--- src/rtl/core/lipg_pkg.sv ---
package lipg_pkg;

    localparam int unsigned MAX_POINTS_DEF = 64;
    localparam int unsigned CNT_W          = 7;
    localparam int unsigned NUM_W          = 67;
    localparam int unsigned DEN_W          = 33;
    localparam int unsigned STEP_ITERS     = 40;
    localparam int unsigned SLOPE_ITERS    = 67;
    localparam int unsigned MUL_STEPS      = 33;

    localparam logic signed [41:0] S32_MAX = 42'sd2147483647;
    localparam logic signed [41:0] S32_MIN = -42'sd2147483648;
    localparam logic [66:0]        Q_CLAMP = 67'd1 << 40;

    typedef struct packed {
        logic [CNT_W-1:0]   n;
        logic signed [31:0] start;
        logic signed [32:0] span;
        logic signed [31:0] base;
        logic signed [31:0] anchor;
        logic signed [32:0] dn;
        logic signed [32:0] dd;
    } t_job;

    typedef struct packed {
        logic             start;
        logic [NUM_W-1:0] dividend;
        logic [DEN_W-1:0] divisor;
        logic [6:0]       iters;
    } t_div_req;

    typedef struct packed {
        logic             done;
        logic [NUM_W-1:0] quot;
    } t_div_rsp;

    typedef enum logic [2:0] {
        S_IDLE,
        S_POINT,
        S_STEP,
        S_MUL,
        S_QUOT,
        S_EMIT
    } t_bstate;

    function automatic logic signed [31:0] sat32(input logic signed [41:0] v);
        logic signed [31:0] r;
        if (v > S32_MAX) begin
            r = 32'sh7fffffff;
        end else if (v < S32_MIN) begin
            r = 32'sh80000000;
        end else begin
            r = v[31:0];
        end
        return r;
    endfunction

endpackage

--- src/rtl/core/lipg_queue.sv ---
module lipg_queue #(
    parameter int unsigned WIDTH = 8,
    parameter int unsigned DEPTH = 2
) (
    input  logic             i_clk,
    input  logic             i_rst_n,
    input  logic             i_wr,
    input  logic [WIDTH-1:0] i_wdata,
    input  logic             i_rd,
    output logic [WIDTH-1:0] o_rdata,
    output logic             o_full,
    output logic             o_empty
);
    localparam int unsigned PW = (DEPTH > 1) ? $clog2(DEPTH) : 1;
    localparam int unsigned CW = $clog2(DEPTH + 1);

    logic [WIDTH-1:0] r_mem [DEPTH];
    logic [PW-1:0]    r_wp, r_rp;
    logic [CW-1:0]    r_cnt;
    logic             wr_ok, rd_ok;

    assign o_full  = (r_cnt == CW'(DEPTH));
    assign o_empty = (r_cnt == '0);
    assign o_rdata = r_mem[r_rp];
    assign wr_ok   = i_wr && !o_full;
    assign rd_ok   = i_rd && !o_empty;

    always_ff @(posedge i_clk) begin
        if (wr_ok) begin
            r_mem[r_wp] <= i_wdata;
        end
    end

    always_ff @(posedge i_clk) begin
        if (!i_rst_n) begin
            r_wp  <= '0;
            r_rp  <= '0;
            r_cnt <= '0;
        end else begin
            if (wr_ok) begin
                r_wp <= (r_wp == PW'(DEPTH - 1)) ? '0 : r_wp + 1'b1;
            end
            if (rd_ok) begin
                r_rp <= (r_rp == PW'(DEPTH - 1)) ? '0 : r_rp + 1'b1;
            end
            if (wr_ok && !rd_ok) begin
                r_cnt <= r_cnt + 1'b1;
            end else if (rd_ok && !wr_ok) begin
                r_cnt <= r_cnt - 1'b1;
            end
        end
    end
endmodule

--- src/rtl/core/lipg_div.sv ---
module lipg_div
    import lipg_pkg::*;
(
    input  logic     i_clk,
    input  logic     i_rst_n,
    input  t_div_req i_req,
    output t_div_rsp o_rsp
);
    logic [NUM_W-1:0] r_num, r_q;
    logic [DEN_W-1:0] r_rem, r_den;
    logic [6:0]       r_cnt;
    logic             r_busy;
    logic [DEN_W:0]   rem2;
    logic             ge;

    assign rem2 = {r_rem, r_num[NUM_W-1]};
    assign ge   = (rem2 >= {1'b0, r_den});

    assign o_rsp.done = r_busy && (r_cnt == '0);
    assign o_rsp.quot = r_q;

    always_ff @(posedge i_clk) begin
        if (i_req.start) begin
            r_num <= i_req.dividend;
            r_den <= i_req.divisor;
            r_rem <= '0;
            r_q   <= '0;
        end else if (r_busy && r_cnt != '0) begin
            r_num <= r_num << 1;
            r_rem <= ge ? DEN_W'(rem2 - {1'b0, r_den}) : rem2[DEN_W-1:0];
            r_q   <= {r_q[NUM_W-2:0], ge};
        end
    end

    always_ff @(posedge i_clk) begin
        if (!i_rst_n) begin
            r_busy <= 1'b0;
            r_cnt  <= '0;
        end else if (i_req.start) begin
            r_busy <= 1'b1;
            r_cnt  <= i_req.iters;
        end else if (r_busy) begin
            if (r_cnt == '0) begin
                r_busy <= 1'b0;
            end else begin
                r_cnt <= r_cnt - 1'b1;
            end
        end
    end
endmodule

--- src/rtl/core/lipg_front.sv ---
module lipg_front
    import lipg_pkg::*;
#(
    parameter int unsigned MAX_POINTS = MAX_POINTS_DEF
) (
    input  logic               i_clk,
    input  logic               i_rst_n,
    input  logic               i_push,
    output logic               o_full,
    input  logic               i_cmd,
    input  logic [CNT_W-1:0]   i_point_count,
    input  logic signed [31:0] i_first_x,
    input  logic signed [31:0] i_first_y,
    input  logic signed [31:0] i_second_x,
    input  logic signed [31:0] i_second_y,
    input  logic               i_job_pop,
    output t_job               o_job,
    output logic               o_job_empty
);
    t_job               job;
    logic signed [32:0] x1, y1, x2, y2;
    logic               wr;

    assign x1 = 33'(i_first_x);
    assign y1 = 33'(i_first_y);
    assign x2 = 33'(i_second_x);
    assign y2 = 33'(i_second_y);

    always_comb begin
        job.n = (i_point_count > CNT_W'(MAX_POINTS)) ? CNT_W'(MAX_POINTS) : i_point_count;
        if (!i_cmd) begin
            job.start  = i_first_x;
            job.span   = x2 - x1;
            job.base   = i_first_y;
            job.anchor = i_first_x;
            job.dn     = y2 - y1;
            job.dd     = x2 - x1;
        end else begin
            job.start  = i_second_y;
            job.span   = y1 - y2;
            job.base   = i_first_x;
            job.anchor = i_first_y;
            job.dn     = x2 - x1;
            job.dd     = y2 - y1;
        end
    end

    // drop items with a zero count: they yield no results
    assign wr = i_push && (i_point_count != '0);

    lipg_queue #(
        .WIDTH($bits(t_job)),
        .DEPTH(2)
    ) u_jobq (
        .i_clk  (i_clk),
        .i_rst_n(i_rst_n),
        .i_wr   (wr),
        .i_wdata(job),
        .i_rd   (i_job_pop),
        .o_rdata(o_job),
        .o_full (o_full),
        .o_empty(o_job_empty)
    );
endmodule

--- src/rtl/core/lipg_back.sv ---
module lipg_back
    import lipg_pkg::*;
(
    input  logic               i_clk,
    input  logic               i_rst_n,
    input  t_job               i_job,
    input  logic               i_job_empty,
    output logic               o_job_pop,
    output logic               o_empty,
    input  logic               i_pop,
    output logic [CNT_W-1:0]   o_point_index,
    output logic signed [31:0] o_step_value,
    output logic signed [31:0] o_interpolated_value,
    output logic               o_divide_error,
    output logic               o_last_point
);
    t_bstate            r_state, n_state;
    t_job               r_job, n_job;
    logic [CNT_W-1:0]   r_idx, n_idx;
    logic signed [31:0] r_t, n_t, r_v, n_v;
    logic               r_err, n_err, r_neg, n_neg;
    logic [33:0]        r_ma, n_ma;
    logic [32:0]        r_mb, n_mb;
    logic [NUM_W-1:0]   r_acc, n_acc;
    logic [5:0]         r_cnt, n_cnt;
    logic               r_ov, n_ov;
    logic               load_out;
    t_div_req           div_req;
    t_div_rsp           div_rsp;

    logic signed [40:0] prod;
    logic [39:0]        prod_mag;
    logic signed [41:0] sq1, sq2;
    logic signed [31:0] t_new;
    logic signed [33:0] dt;
    logic [NUM_W-1:0]   qc;

    lipg_div u_div (
        .i_clk  (i_clk),
        .i_rst_n(i_rst_n),
        .i_req  (div_req),
        .o_rsp  (div_rsp)
    );

    assign prod     = r_job.span * $signed({1'b0, r_idx});
    assign prod_mag = prod[40] ? 40'(-prod) : prod[39:0];
    assign sq1      = r_neg ? -$signed({1'b0, div_rsp.quot[40:0]})
                            : $signed({1'b0, div_rsp.quot[40:0]});
    assign t_new    = sat32(42'(r_job.start) + sq1);
    assign dt       = 34'(t_new) - 34'(r_job.anchor);
    assign qc       = (div_rsp.quot > Q_CLAMP) ? Q_CLAMP : div_rsp.quot;
    assign sq2      = r_neg ? -$signed({1'b0, qc[40:0]}) : $signed({1'b0, qc[40:0]});

    always_comb begin
        n_state   = r_state;
        n_job     = r_job;
        n_idx     = r_idx;
        n_t       = r_t;
        n_v       = r_v;
        n_err     = r_err;
        n_neg     = r_neg;
        n_ma      = r_ma;
        n_mb      = r_mb;
        n_acc     = r_acc;
        n_cnt     = r_cnt;
        o_job_pop = 1'b0;
        load_out  = 1'b0;
        div_req   = '0;
        unique case (r_state)
            S_IDLE: begin
                if (!i_job_empty) begin
                    o_job_pop = 1'b1;
                    n_job     = i_job;
                    n_idx     = CNT_W'(1);
                    n_state   = S_POINT;
                end
            end
            S_POINT: begin
                div_req.start    = 1'b1;
                div_req.dividend = {prod_mag, 27'b0};
                div_req.divisor  = DEN_W'(r_job.n) + DEN_W'(1);
                div_req.iters    = 7'(STEP_ITERS);
                n_neg            = prod[40];
                n_state          = S_STEP;
            end
            S_STEP: begin
                if (div_rsp.done) begin
                    n_t = t_new;
                    if (r_job.dd == '0) begin
                        n_v     = '0;
                        n_err   = 1'b1;
                        n_state = S_EMIT;
                    end else begin
                        n_err   = 1'b0;
                        n_ma    = dt[33] ? 34'(-dt) : dt;
                        n_mb    = r_job.dn[32] ? 33'(-r_job.dn) : r_job.dn;
                        n_neg   = (dt[33] ^ r_job.dn[32]) ^ r_job.dd[32];
                        n_acc   = '0;
                        n_cnt   = 6'(MUL_STEPS);
                        n_state = S_MUL;
                    end
                end
            end
            S_MUL: begin
                if (r_cnt == '0) begin
                    div_req.start    = 1'b1;
                    div_req.dividend = r_acc;
                    div_req.divisor  = r_job.dd[32] ? 33'(-r_job.dd) : r_job.dd;
                    div_req.iters    = 7'(SLOPE_ITERS);
                    n_state          = S_QUOT;
                end else begin
                    // shift-add, multiplier bits from the top down
                    n_acc = (r_acc << 1) + (r_mb[32] ? NUM_W'(r_ma) : '0);
                    n_mb  = r_mb << 1;
                    n_cnt = r_cnt - 1'b1;
                end
            end
            S_QUOT: begin
                if (div_rsp.done) begin
                    n_v     = sat32(42'(r_job.base) + sq2);
                    n_state = S_EMIT;
                end
            end
            S_EMIT: begin
                if (!r_ov || i_pop) begin
                    load_out = 1'b1;
                    if (r_idx == r_job.n) begin
                        n_state = S_IDLE;
                    end else begin
                        n_idx   = r_idx + 1'b1;
                        n_state = S_POINT;
                    end
                end
            end
            default: n_state = S_IDLE;
        endcase
    end

    always_comb begin
        n_ov = r_ov;
        if (load_out) begin
            n_ov = 1'b1;
        end else if (i_pop) begin
            n_ov = 1'b0;
        end
    end

    always_ff @(posedge i_clk) begin
        if (!i_rst_n) begin
            r_state <= S_IDLE;
            r_ov    <= 1'b0;
        end else begin
            r_state <= n_state;
            r_ov    <= n_ov;
        end
    end

    always_ff @(posedge i_clk) begin
        r_job <= n_job;
        r_idx <= n_idx;
        r_t   <= n_t;
        r_v   <= n_v;
        r_err <= n_err;
        r_neg <= n_neg;
        r_ma  <= n_ma;
        r_mb  <= n_mb;
        r_acc <= n_acc;
        r_cnt <= n_cnt;
        if (load_out) begin
            o_point_index        <= r_idx;
            o_step_value         <= r_t;
            o_interpolated_value <= r_v;
            o_divide_error       <= r_err;
            o_last_point         <= (r_idx == r_job.n);
        end
    end

    assign o_empty = !r_ov;
endmodule

--- src/rtl/core/line_interpolation_point_generator.sv ---
// Two-point linear interpolation point generator.
// Input channel (push/full): one transfer carries two Q16.16 points, a count n
// and an axis select. Output channel (empty/pop): n results per input, one per
// interior point, with its index, the evenly spaced coordinate, the
// interpolated coordinate, a zero-divisor error flag and a last-point mark.
// A count of zero yields no results; counts above MAX_POINTS are clamped.
// When the back end is idle, it takes the job from the queue and then starts
// the first point. Points are computed one at a time, each through the
// shared radix-2 divider (40 then 67 iterations per point) and the 33-step
// serial multiplier between them; the next point starts once the last result
// has been loaded into the output register.
// A two-entry job queue lets new inputs transfer while a run is in progress.
// When the receiver stalls, the back end holds its finished result and waits;
// the queue then fills and full rises.
// Reset (synchronous, active low) empties the queue and the output register.
module line_interpolation_point_generator
    import lipg_pkg::*;
#(
    parameter int unsigned MAX_POINTS = MAX_POINTS_DEF
) (
    input  logic               i_clk,
    input  logic               i_rst_n,
    input  logic               i_push,
    output logic               o_full,
    input  logic               i_cmd,
    input  logic [CNT_W-1:0]   i_point_count,
    input  logic signed [31:0] i_first_x,
    input  logic signed [31:0] i_first_y,
    input  logic signed [31:0] i_second_x,
    input  logic signed [31:0] i_second_y,
    output logic               o_empty,
    input  logic               i_pop,
    output logic [CNT_W-1:0]   o_point_index,
    output logic signed [31:0] o_step_value,
    output logic signed [31:0] o_interpolated_value,
    output logic               o_divide_error,
    output logic               o_last_point
);
    t_job job;
    logic job_empty, job_pop;

    lipg_front #(
        .MAX_POINTS(MAX_POINTS)
    ) u_front (
        .i_clk        (i_clk),
        .i_rst_n      (i_rst_n),
        .i_push       (i_push),
        .o_full       (o_full),
        .i_cmd        (i_cmd),
        .i_point_count(i_point_count),
        .i_first_x    (i_first_x),
        .i_first_y    (i_first_y),
        .i_second_x   (i_second_x),
        .i_second_y   (i_second_y),
        .i_job_pop    (job_pop),
        .o_job        (job),
        .o_job_empty  (job_empty)
    );

    lipg_back u_back (
        .i_clk               (i_clk),
        .i_rst_n             (i_rst_n),
        .i_job               (job),
        .i_job_empty         (job_empty),
        .o_job_pop           (job_pop),
        .o_empty             (o_empty),
        .i_pop               (i_pop),
        .o_point_index       (o_point_index),
        .o_step_value        (o_step_value),
        .o_interpolated_value(o_interpolated_value),
        .o_divide_error      (o_divide_error),
        .o_last_point        (o_last_point)
    );
endmodule
--- config.mk ---
export PLATFORM = sky130hd
export DESIGN_NAME = line_interpolation_point_generator
export DESIGN_NICKNAME = d
export VERILOG_FILES = /design/src/rtl/core/lipg_pkg.sv /design/src/rtl/core/lipg_queue.sv /design/src/rtl/core/lipg_div.sv /design/src/rtl/core/lipg_front.sv /design/src/rtl/core/lipg_back.sv /design/src/rtl/core/line_interpolation_point_generator.sv
export SDC_FILE = /design/constraint.sdc
export NUM_CORES = 2
export LEC_CHECK = 0
export BUFFER_PORTS_ARGS = -buffer_cell sky130_fd_sc_hd__buf_2
export CORE_MARGIN = 2
export CORE_UTILIZATION = 60
export CTS_CLUSTER_DIAMETER = 80
export DETAILED_ROUTE_END_ITERATION = 16
export PLACE_DENSITY = 0.85
export SETUP_SLACK_MARGIN = 0.2
export SLEW_MARGIN = 25
export SYNTH_ARGS = -nofsm -noshare
export SYNTH_HDL_FRONTEND = slang
export SYNTH_SLANG_ARGS = --single-unit
export TNS_END_PERCENT = 20
--- constraint.sdc ---
create_clock -name i_clk -period 31.8 [get_ports i_clk]
set_input_delay 3.18 -clock i_clk [delete_from_list [all_inputs] [get_ports i_clk]]
set_output_delay 3.18 -clock i_clk [all_outputs]
set_load 0.01 [all_outputs]
==> metrics.txt <==
Net Count, Synth approximately 7.4k; routed vias/inst 6.31; setup ws final 21.22 ns; Synth top area share 42.3%; fraction of layout cells with a size suffix above 1 between 10% and 20%; outcome complete, no violations; dpl ws 21.46 ns; crit-path max FO 32; number of post-CTS setup repair buffers 0; Hold Path Class reg -> reg; hold_buf cts 0; TritonCTS clock tree yes; nets@finish between 7k and 8k; DR WL/cell roughly 23 um; first-pass GRT wire length 299000 um; Post-Syn Area 70200 um2; Hold Fails Final Rpt 0; initial core utilization 60.4%; post-route ant nets 0; largest cells by area after synthesis edfxtp_1 (42%), ha_1 (6.7%), fa_1 (5.1%), mux2_2 (3.8%), xnor2_1 (3.4%); die width about 350 um; routability cong. 1.01; fmax 0.0945 GHz; Worst-Skew Late Latency 0.77 ns; Max Slew Vio Count 0; I/O pins about 220; drt drc 0; DP Wirelength 147000 um; total CTS buffers 114; CP max-delay cell or4_1; clk buf depth 3; Site Rows 125; startpoint types flip-flop; crit end category flip-flop; ys flop type edfxtp_1; synth warn 0; Mean Syn Cell Area 10.5 um2; min Tclk post-route 10.58 ns; Post-synth EDFFs 989; CTS resizes 0; CTS root buffer clkbuf_16; max-cap violation count 0; CP required 32.28 ns; Core ar. 116000 um2; sequential element share of the synthesized area 45.6%; Final period util 33.3%; final setup vio count 0; drt pass-1 iters 6; largest net degree at the start of global routing between 150 and 200; vias in the first global route between 50k and 60k; worst slew pin tran ~1.2 ns; count leader, synth edfxtp_1; RSZ-0062 raised after global routing false; clock skew about 0.087 ns; CTS Sinks 1105; Synth-to-Final Area Change 8.78%; Worst R2R Setup Slack 21.22 ns; Routed WL 197000 um; GR Util All Layers 32.2%; kind of critical path reg -> reg; cell accounting for the most synthesized area edfxtp_1; CP max stage delay ~0.63 ns; PortBufs 214; WP data arrival 11.06 ns; Relative slew margins between 15 and 20%; most instantiated cells after synthesis edfxtp_1 (989), nand2_1 (631), inv_1 (502); async set or reset register ratio after synthesis 0%; antenna violations before repair 14; gr ovfl total 0; Die Height between 300 and 400 um; setup_tns 0 ns; Syn Inst Count roughly 6.7k; #FFs+latches synth 1105; Reg clk slew, reported paths about 0.06 ns; Die ar. around 120000 um2; vias approximately 53k; H-tree Lvls 3; filler cell count 8617; synth unique cells 108; Iter 0 DRT Violations 6009
cells by family after synthesis:
family / synth area share (%)
mux: 4.59
simple gates: 12.8
xor+xnor: 6.06
fa+ha+maj: 11.8
buf+inv: 4.41
other cells: 0.00534
flops: 45.6
compound gates: 14.7
flip-flops by register name, summed over array words and instances, names as in the netlist, 2 cells and up:
| name | flops |
|---|---|
| u_front.u_jobq.r_mem | 402 |
| u_back.r_job | 201 |
| u_back.r_acc | 67 |
| u_back.u_div.r_num | 67 |
| u_back.u_div.r_q | 67 |
| u_back.r_ma | 34 |
| u_back.r_mb | 33 |
| u_back.u_div.r_den | 33 |
| u_back.u_div.r_rem | 33 |
| u_back.o_interpolated_value | 32 |
| u_back.o_step_value | 32 |
| u_back.r_t | 32 |
| u_back.r_v | 32 |
| u_back.o_point_index | 7 |
| u_back.r_idx | 7 |
| u_back.u_div.r_cnt | 7 |
| u_back.r_cnt | 6 |
| u_back.r_state | 3 |
| u_front.u_jobq.r_cnt | 2 |
per-stage QoR:
step | hold WS [ns] | std cells | area, um2 | utilization (%)
floorplan | 0.400 | 6689 | 70200 | -
global placement | 0.402 | 8171 | 72500 | 62.4
detailed placement | 0.406 | 8173 | 72600 | 62.5
CTS | 0.416 | 8384 | 76300 | 65.7
global route | 0.424 | 8385 | 76400 | 65.7
finish | 0.418 | 8389 | 76400 | 65.8
routing by layer:
| metal | share of wire (%) | up-vias | GRT usage (%) |
|---|---|---|---|
| li1 | - | 24165 | - |
| met1 | 40 | 25744 | 43.5 |
| met2 | 45 | 2607 | 50.7 |
| met3 | 9.7 | 406 | 6.36 |
| met4 | 4.6 | 14 | 13.9 |
| met5 | 0.045 | - | 0 |
cell type report:
| class | count | area [um2] | share of cell area, % |
|---|---|---|---|
| multi-input cells | 4774 | 35200 | 46.1 |
| flip-flops and latches | 1105 | 32000 | 41.9 |
| clock buffers | 137 | 3030 | 3.97 |
| well taps | 1524 | 1910 | 2.50 |
| inverters | 503 | 1890 | 2.48 |
| repair buffers | 268 | 1560 | 2.04 |
| clock inverters | 74 | 736 | 0.963 |
| diodes | 4 | 10.0 | 0.0131 |
path summary, 6_finish.rpt:
kind                       startpoint                              end  depth (start not counted)
hold reg to reg        u_back.r_v[16]  u_back.o_interpolated_value[16]                          0
setup reg to reg  u_back.u_div.r_q[2]                  u_back.r_ma[30]                         33
hold / removal         u_back.r_v[16]  u_back.o_interpolated_value[16]                          0
setup / recovery  u_back.u_div.r_q[2]                  u_back.r_ma[30]                         33
worst max-delay path: cells and delay by family, from the launching register on:
family / cells / cell delay [ns]
AO/OA/AOI/OAI: 15 / 3.83
XOR/XNOR: 2 / 0.39
adder cells (fa/ha/maj): 3 / 0.78
buffers and inverters: 2 / 0.45
flip-flops: 1 / 0.40
AND/OR/NAND/NOR: 11 / 4.44
cells in the final DEF (no fill, tap or decap), types with 35 or more instances in the layout:
master     Yosys  final
a31oi_1       51     50
and3_1        39     39
or3_1         38     38
o21a_1        56     56
o211ai_1      35     35
o21ai_0      452    449
mux2_2       235    235
buf_2         15    213
a21oi_1      375    375
ha_1         378    378
nor3_1        94     92
fa_1         179    179
nand2_1      631    629
clkbuf_16      0    115
mux2i_1       58     58
a22oi_1       41     41
dfxtp_1      116    115
xor2_1       212    212
a211oi_1      41     41
inv_1        502    500
a21o_1       199    199
edfxtp_1     989    989
nor4_1        42     39
nand2b_1      56     56
nor2_1       333    327
nand3_1      109    109
o31ai_1       45     45
nand4_1       69     69
o21bai_1      47     47
and2_1       261    259
nor2b_1       57     57
xnor2_1      274    274
buf_4          3     47
Power is left out: the tool's default activity adds up to more than one toggle a clock period on the data nets, which glitch-free logic cannot reach.
